**src/rtl/pfe_pkg.sv**
```systemverilog
// shared constants and types for the postfix expression evaluator
package pfe_pkg;

  localparam int STACK_DEPTH = 64;
  localparam int CNT_W       = $clog2(STACK_DEPTH + 1);
  localparam int IDX_W       = $clog2(STACK_DEPTH);
  localparam int DATA_W      = 32;
  localparam int DIV_CNT_W   = $clog2(DATA_W);

  localparam logic [7:0] CH_PLUS  = 8'h2B;
  localparam logic [7:0] CH_MINUS = 8'h2D;
  localparam logic [7:0] CH_STAR  = 8'h2A;
  localparam logic [7:0] CH_SLASH = 8'h2F;
  localparam logic [7:0] CH_ZERO  = 8'h30;

  localparam logic [1:0] ST_OK       = 2'd0;
  localparam logic [1:0] ST_OVERFLOW = 2'd1;
  localparam logic [1:0] ST_DIVZERO  = 2'd2;

  typedef struct packed {
    logic              start;
    logic [DATA_W-1:0] dividend;
    logic [DATA_W-1:0] divisor;
  } div_req_t;

  typedef struct packed {
    logic              done;
    logic [DATA_W-1:0] quotient;
  } div_rsp_t;

endpackage

```
**src/rtl/pfe_divider.sv**
```systemverilog
// iterative signed divider, one quotient bit per cycle, truncating toward zero
module pfe_divider
  import pfe_pkg::*;
(
  input  logic     clk,
  input  logic     rst_n,
  input  div_req_t req,
  output div_rsp_t rsp
);

  logic                 busy_r, busy_nxt;
  logic                 done_r, done_nxt;
  logic                 neg_r, neg_nxt;
  logic [DIV_CNT_W-1:0] step_r, step_nxt;
  logic [DATA_W-1:0]    rem_r, rem_nxt;
  logic [DATA_W-1:0]    quo_r, quo_nxt;
  logic [DATA_W-1:0]    dvs_r, dvs_nxt;
  logic [DATA_W-1:0]    res_r, res_nxt;
  logic [DATA_W:0]      shifted;
  logic [DATA_W:0]      diff;
  logic                 fits;
  logic [DATA_W-1:0]    quo_step;

  assign shifted  = {rem_r, quo_r[DATA_W-1]};
  assign diff     = shifted - {1'b0, dvs_r};
  assign fits     = !diff[DATA_W];
  assign quo_step = {quo_r[DATA_W-2:0], fits};

  always_comb begin
    busy_nxt = busy_r;
    done_nxt = 1'b0;
    neg_nxt  = neg_r;
    step_nxt = step_r;
    rem_nxt  = rem_r;
    quo_nxt  = quo_r;
    dvs_nxt  = dvs_r;
    res_nxt  = res_r;
    if (req.start) begin
      busy_nxt = 1'b1;
      neg_nxt  = req.dividend[DATA_W-1] ^ req.divisor[DATA_W-1];
      step_nxt = '0;
      rem_nxt  = '0;
      quo_nxt  = req.dividend[DATA_W-1] ? (~req.dividend + 1'b1) : req.dividend;
      dvs_nxt  = req.divisor[DATA_W-1] ? (~req.divisor + 1'b1) : req.divisor;
    end else if (busy_r) begin
      rem_nxt  = fits ? diff[DATA_W-1:0] : shifted[DATA_W-1:0];
      quo_nxt  = quo_step;
      step_nxt = step_r + 1'b1;
      if (step_r == DIV_CNT_W'(DATA_W - 1)) begin
        busy_nxt = 1'b0;
        done_nxt = 1'b1;
        res_nxt  = neg_r ? (~quo_step + 1'b1) : quo_step;
      end
    end
  end

  always_ff @(posedge clk) begin
    if (!rst_n) begin
      busy_r <= 1'b0;
      done_r <= 1'b0;
    end else begin
      busy_r <= busy_nxt;
      done_r <= done_nxt;
    end
    neg_r  <= neg_nxt;
    step_r <= step_nxt;
    rem_r  <= rem_nxt;
    quo_r  <= quo_nxt;
    dvs_r  <= dvs_nxt;
    res_r  <= res_nxt;
  end

  assign rsp.done     = done_r;
  assign rsp.quotient = res_r;

  a_start_idle: assert property (@(posedge clk) disable iff (!rst_n)
    req.start |-> !busy_r)
    else $error("divider started while busy");

  a_divisor_nonzero: assert property (@(posedge clk) disable iff (!rst_n)
    busy_r |-> dvs_r != '0)
    else $error("divider running on zero divisor");

  a_done_ends_busy: assert property (@(posedge clk) disable iff (!rst_n)
    done_r |-> !busy_r)
    else $error("divider done while still busy");

endmodule

```
**src/rtl/postfix_expression_evaluator_core.sv**
```systemverilog
// postfix expression evaluator top level with memory-backed value stack
// Takes one ASCII character per request on the input stream and evaluates a postfix
// expression on a 64-entry stack of 32-bit signed values; the top of stack lives in a
// register and the entries below it in a single-port synchronous memory. Only one
// character is worked on at a time: a push is stored on acceptance; + - * read the
// left operand from memory, then do the operation, and / then waits on the radix-2
// divider, which produces one quotient bit per cycle. The character marked
// by tlast emits one result: value in tdata, status in tuser (0 ok, 1 overflow,
// 2 division by zero, first error kept). A result waiting in the output register does
// not block the next characters; only a further final character waits for it.
module postfix_expression_evaluator_core
  import pfe_pkg::*;
(
  input  logic        clk,
  input  logic        rst_n,
  input  logic        in_tvalid,
  output logic        in_tready,
  input  logic [7:0]  in_tdata,   // [7:0] symbol
  input  logic        in_tlast,
  output logic        out_tvalid,
  input  logic        out_tready,
  output logic [31:0] out_tdata,  // [31:0] value
  output logic [1:0]  out_tuser   // [1:0] status
);

  typedef enum logic [3:0] {
    S_IDLE = 4'b0001,
    S_EXEC = 4'b0010,
    S_DIV  = 4'b0100,
    S_FIN  = 4'b1000
  } state_t;

  state_t            state_r, state_nxt;
  logic [CNT_W-1:0]  cnt_r, cnt_nxt;
  logic [1:0]        err_r, err_nxt;
  logic [DATA_W-1:0] tos_r, tos_nxt;
  logic [7:0]        sym_r, sym_nxt;
  logic              last_r, last_nxt;
  logic              lhs_zero_r, lhs_zero_nxt;
  logic              out_valid_r, out_valid_nxt;
  logic [DATA_W-1:0] out_value_r, out_value_nxt;
  logic [1:0]        out_status_r, out_status_nxt;

  logic [DATA_W-1:0] mem [STACK_DEPTH];
  logic [DATA_W-1:0] rd_data_r;
  logic              mem_we, mem_re;
  logic [IDX_W-1:0]  mem_wa, mem_ra;

  logic              accept;
  logic              is_op;
  logic [DATA_W-1:0] lhs, rhs;
  div_req_t          div_req;
  div_rsp_t          div_rsp;

  assign in_tready = (state_r == S_IDLE);
  assign accept    = in_tvalid && in_tready;
  assign is_op     = in_tdata inside {CH_PLUS, CH_MINUS, CH_STAR, CH_SLASH};
  assign lhs       = lhs_zero_r ? '0 : rd_data_r;
  assign rhs       = tos_r;

  always_comb begin
    state_nxt      = state_r;
    cnt_nxt        = cnt_r;
    err_nxt        = err_r;
    tos_nxt        = tos_r;
    sym_nxt        = sym_r;
    last_nxt       = last_r;
    lhs_zero_nxt   = lhs_zero_r;
    out_valid_nxt  = out_valid_r && !out_tready;
    out_value_nxt  = out_value_r;
    out_status_nxt = out_status_r;
    mem_we         = 1'b0;
    mem_re         = 1'b0;
    mem_wa         = IDX_W'(cnt_r - 1'b1);
    mem_ra         = IDX_W'(cnt_r - CNT_W'(2));
    div_req.start    = 1'b0;
    div_req.dividend = lhs;
    div_req.divisor  = rhs;
    case (state_r)
      S_IDLE: begin
        if (accept) begin
          sym_nxt  = in_tdata;
          last_nxt = in_tlast;
          if (is_op && cnt_r != '0) begin
            lhs_zero_nxt = (cnt_r == CNT_W'(1));
            mem_re       = (cnt_r != CNT_W'(1));
            state_nxt    = S_EXEC;
          end else begin
            if (cnt_r == CNT_W'(STACK_DEPTH)) begin
              if (err_r == ST_OK) err_nxt = ST_OVERFLOW;
            end else begin
              mem_we  = (cnt_r != '0);
              tos_nxt = {{(DATA_W-8){1'b0}}, in_tdata} - {{(DATA_W-8){1'b0}}, CH_ZERO};
              cnt_nxt = cnt_r + 1'b1;
            end
            state_nxt = S_FIN;
          end
        end
      end
      S_EXEC: begin
        if (!lhs_zero_r) cnt_nxt = cnt_r - 1'b1;
        state_nxt = S_FIN;
        case (sym_r)
          CH_PLUS:  tos_nxt = lhs + rhs;
          CH_MINUS: tos_nxt = lhs - rhs;
          CH_STAR:  tos_nxt = lhs * rhs;
          default: begin
            if (rhs == '0) begin
              tos_nxt = '0;
              if (err_r == ST_OK) err_nxt = ST_DIVZERO;
            end else begin
              div_req.start = 1'b1;
              state_nxt     = S_DIV;
            end
          end
        endcase
      end
      S_DIV: begin
        if (div_rsp.done) begin
          tos_nxt   = div_rsp.quotient;
          state_nxt = S_FIN;
        end
      end
      S_FIN: begin
        if (!last_r) begin
          state_nxt = S_IDLE;
        end else if (!out_valid_r || out_tready) begin
          out_valid_nxt  = 1'b1;
          out_value_nxt  = (cnt_r != '0) ? tos_r : '0;
          out_status_nxt = err_r;
          cnt_nxt        = '0;
          err_nxt        = ST_OK;
          state_nxt      = S_IDLE;
        end
      end
      default: state_nxt = S_IDLE;
    endcase
  end

  always_ff @(posedge clk) begin
    if (mem_we) mem[mem_wa] <= tos_r;
    if (mem_re) rd_data_r <= mem[mem_ra];
  end

  always_ff @(posedge clk) begin
    if (!rst_n) begin
      state_r     <= S_IDLE;
      cnt_r       <= '0;
      err_r       <= ST_OK;
      out_valid_r <= 1'b0;
    end else begin
      state_r     <= state_nxt;
      cnt_r       <= cnt_nxt;
      err_r       <= err_nxt;
      out_valid_r <= out_valid_nxt;
    end
    tos_r        <= tos_nxt;
    sym_r        <= sym_nxt;
    last_r       <= last_nxt;
    lhs_zero_r   <= lhs_zero_nxt;
    out_value_r  <= out_value_nxt;
    out_status_r <= out_status_nxt;
  end

  pfe_divider u_div (
    .clk   (clk),
    .rst_n (rst_n),
    .req   (div_req),
    .rsp   (div_rsp)
  );

  assign out_tvalid = out_valid_r;
  assign out_tdata  = out_value_r;
  assign out_tuser  = out_status_r;

  a_count_bound: assert property (@(posedge clk) disable iff (!rst_n)
    cnt_r <= CNT_W'(STACK_DEPTH))
    else $error("stack count beyond depth");

  a_status_sticky: assert property (@(posedge clk) disable iff (!rst_n)
    (err_r != ST_OK && state_r != S_FIN) |=> $stable(err_r))
    else $error("error status changed mid expression");

  a_div_done_state: assert property (@(posedge clk) disable iff (!rst_n)
    div_rsp.done |-> state_r == S_DIV)
    else $error("divider result outside divide state");

endmodule

```
**config.mk**
```make
export PLATFORM = sky130hd
export DESIGN_NAME = postfix_expression_evaluator_core
export DESIGN_NICKNAME = d
export VERILOG_FILES = /design/src/rtl/pfe_pkg.sv /design/src/rtl/pfe_divider.sv /design/src/rtl/postfix_expression_evaluator_core.sv
export SDC_FILE = /design/constraint.sdc
export NUM_CORES = 2
export LEC_CHECK = 0
export BUFFER_PORTS_ARGS = -buffer_cell sky130_fd_sc_hd__buf_4
export CORE_MARGIN = 4
export CORE_UTILIZATION = 55
export DETAILED_ROUTE_END_ITERATION = 7
export PLACE_DENSITY = 0.71
export SLEW_MARGIN = 0
export SYNTH_ARGS = -nofsm -noshare
export SYNTH_HDL_FRONTEND = slang
export SYNTH_SLANG_ARGS = --single-unit
export TNS_END_PERCENT = 1
```
**constraint.sdc**
```tcl
create_clock -name clk -period 17.66 [get_ports clk]
set_input_delay 2.649 -clock clk [delete_from_list [all_inputs] [get_ports clk]]
set_output_delay 2.649 -clock clk [all_outputs]
set_load 0.005 [all_outputs]
```
==> metrics.yaml <==
run_status:
  run_status: "complete, but fails checks"
  violations: "max-capacitance violations"
route:
  dr.max_layer_used: "met5"
  wl_microns: 289000
  drt-met1-wl_microns: 109000
  dr.pass1.iters: 6
  vias_per_cell: 6.41
  wl_met2_microns: 136000
  wl_per_cell_microns: 31.0
  first_iter_violations: 8410
  met3_length_microns: 32400
  ant_nets: 0
  drcViolationCount: 0
  via_count: 59921
finish:
  syn2layout_area_growth_pct: 10.7
  fin_area_sq_mm: 0.121
  nets: 7145
  fillCellCount: 13983
  layout-drive-gt1-share_pct: 20.1
floorplanning:
  dieWidth_microns: 454
  core_sq_mm: 0.198
  ios: 49
  initial_core_util_pct: 55.4
  fp.dieH_microns: 454
  die_area_sq_mm: 0.206
  row_count: 163
yosys:
  synth_fp_nets: 7023
  netlist_top_cells_count: "edfxtp_1 (2253), mux4_2 (653), inv_1 (439)"
  synthFlopType: "edfxtp_1"
  yosys-top-cells-area: "edfxtp_1 (62%), mux4_2 (13%), fa_1 (7.5%)"
  synth_top_area_share_pct: 61.7
  synth_top_area_cell: "edfxtp_1"
  avgSynthCellArea_sq_um: 17.1
  synth_cell_type_count: 88
  synth_edf_count: 2253
  yosysMostFrequentCell: "edfxtp_1"
  synth-seq-cells: 2306
  ys_seq_area_share_pct: 62.7
  async_flop_share_pct: 0
  synth_warnings: 0
  synthCells: 6400
  synth_area_sq_mm: 0.110
timing:
  tightest_slew_ns: 1.48
  hold_viol_final: 0
  rsz0062_at_grt: "false"
  fin_crit_ns: 8.47
  setup_viol: 0
  finalCritPeriodShare_pct: 48.0
  slew_violations: 0
  tns_ns: 0
  fin_skew_ns: 0.100
  fmax_ghz: 0.118
  slew_headroom_pct: 0.0537
setup_path:
  path_class: "flop to flop"
  cpMostUsedCell: "fa_1"
  critPathMaxFanout: 69
  worst-endpoint-required_ns: 18.20
  end_kind: "flop"
  cp_slowest_stage_delay_ns: 0.77
  worst_path_max_delay_cell: "buf_4"
  cp.arrival_ns: 9.01
  cp-start-kind: "flop"
grt:
  antenna_found_initial: 19
  grt_max_degree: 102
  grt-ovfl-total: 0
  grt_usage_pct: 28.4
  grt_pass1_wl_microns: 422000
  grt_pass1_vias: 60637
clocking:
  cts_tree: "done"
  cts_resized: 0
  postCtsSetupBuffers: 0
  clock_latency_ns: 0.90
  cts-root-buf: "clkbuf_16"
  htree_levels: 4
  cts.sinks: 2306
  cts_made_buffers: 221
  ctsHoldBuffers: 0
  path_clk_slew_ns: 0.06
  clockBufferDepth: 3
power_and_ir_drop:
  leakagePower_nw: 41.3
  ir_drop_v: 0.000153
  p_per_area_mw_per_mm2: 118
run:
  max_cap_violations: 1
min_path:
  holdCritPathClass: "flop to flop"
placed_design:
  port_buffers: 48
  gp_congestion: 0.891
  dp_hpwl_microns: 166000
  placed_area_sq_mm: 0.114
-- worst max-delay path, delay by kind of cell (launching register included) --
kind / cells / cell delay [ns]
AO/OA/AOI/OAI: 7 / 1.58
XOR/XNOR: 1 / 0.09
adder cells (fa/ha/maj): 9 / 4.20
buffers and inverters: 6 / 1.34
flip-flops: 1 / 0.33
AND/OR/NAND/NOR: 3 / 0.59
-- cells in the final DEF, fill, tap and decap left out, types with 51 or more instances in the layout --
cell,synthesis,layout
o31ai_1,65,65
ha_1,200,199
mux4_2,653,653
nor2_1,177,111
fa_1,410,410
and2_1,349,349
inv_1,439,439
edfxtp_1,2253,2253
buf_4,4,246
nor2_4,0,66
xnor2_1,168,164
clkbuf_1,269,56
a21oi_1,110,110
clkbuf_16,0,222
o21ai_0,85,85
xor2_1,90,89
nand2_1,404,404
nor2b_1,65,51
-- registers in the layout, indices dropped and copies added (netlist names) --
| name | count |
|---|---|
| mem | 2048 |
| out_tdata | 32 |
| rd_data_r | 32 |
| rhs | 32 |
| u_div.dvs_r | 32 |
| u_div.quo_r | 32 |
| u_div.rem_r | 32 |
| u_div.res_r | 32 |
| sym_r | 8 |
| cnt_r | 7 |
| u_div.step_r | 5 |
| state_r | 4 |
| err_r | 2 |
| out_tuser | 2 |
| last_r | 1 |
| lhs_zero_r | 1 |
| out_tvalid | 1 |
| u_div.busy_r | 1 |
| u_div.done_r | 1 |
| u_div.neg_r | 1 |
-- per-stage QoR --
step                      worst slack (ns)  hold WS [ns]  power [W]  util (%)  instances
final                                 9.19         0.504     0.0143      61.3       9351
after global routing                  8.77         0.527     0.0149      61.3       9348
after CTS                             9.24         0.495     0.0143      61.3       9348
after detailed placement              9.31         0.480    0.00964      57.6       8939
after global placement                9.28         0.455    0.00960      57.6       8939
after floorplan                       9.58         0.424    0.00858         -       6400
-- final timing paths --
| kind | from | endpoint | slack, ns | cells past startpoint |
|---|---|---|---|---|
| setup / recovery | rhs[5] | rhs[29] | 9.19 | 26 |
| hold reg to reg | u_div.rem_r[27] | u_div.rem_r[27] | 0.50 | 2 |
| hold / removal | u_div.rem_r[27] | u_div.rem_r[27] | 0.50 | 2 |
| setup reg to reg | rhs[5] | rhs[29] | 9.19 | 26 |
-- final cells by class --
cell class,instances,area (sq um),area share [%]
inverters,441,1660,1.36
well taps,2640,3300,2.72
flip-flops and latches,2306,68700,56.7
diodes,3,7.51,0.00619
clock buffers,279,5780,4.76
clock inverters,130,1460,1.21
multi-input cells,3303,38500,31.7
repair buffers,249,1910,1.57
-- routing by layer --
layer | global-route usage, % | vias to the layer above
met5 | 0 | -
met4 | 10.5 | 12
met3 | 5.61 | 562
met2 | 44.5 | 3545
met1 | 40.4 | 31278
li1 | - | 24524
-- cells by family after synthesis --
family | count (synthesis) | synth area share, %
multiplexers | 697 | 13.8
adder cells (fa/ha/maj) | 610 | 9.77
XOR/XNOR | 258 | 2.06
buffers and inverters | 791 | 2.77
AO/OA/AOI/OAI | 546 | 3.31
AND/OR/NAND/NOR | 1192 | 5.56
flip-flops | 2306 | 62.7
-- power breakdown --
part | leakage [nW] | total [W] | switching [W] | internal [W]
registers | 20.8 | 0.00614 | 0.0000381 | 0.00610
logic | 17.0 | 0.00340 | 0.00199 | 0.00141
clock network | 3.50 | 0.00472 | 0.00206 | 0.00267
Note: power is estimated with default switching activity, not from simulation.
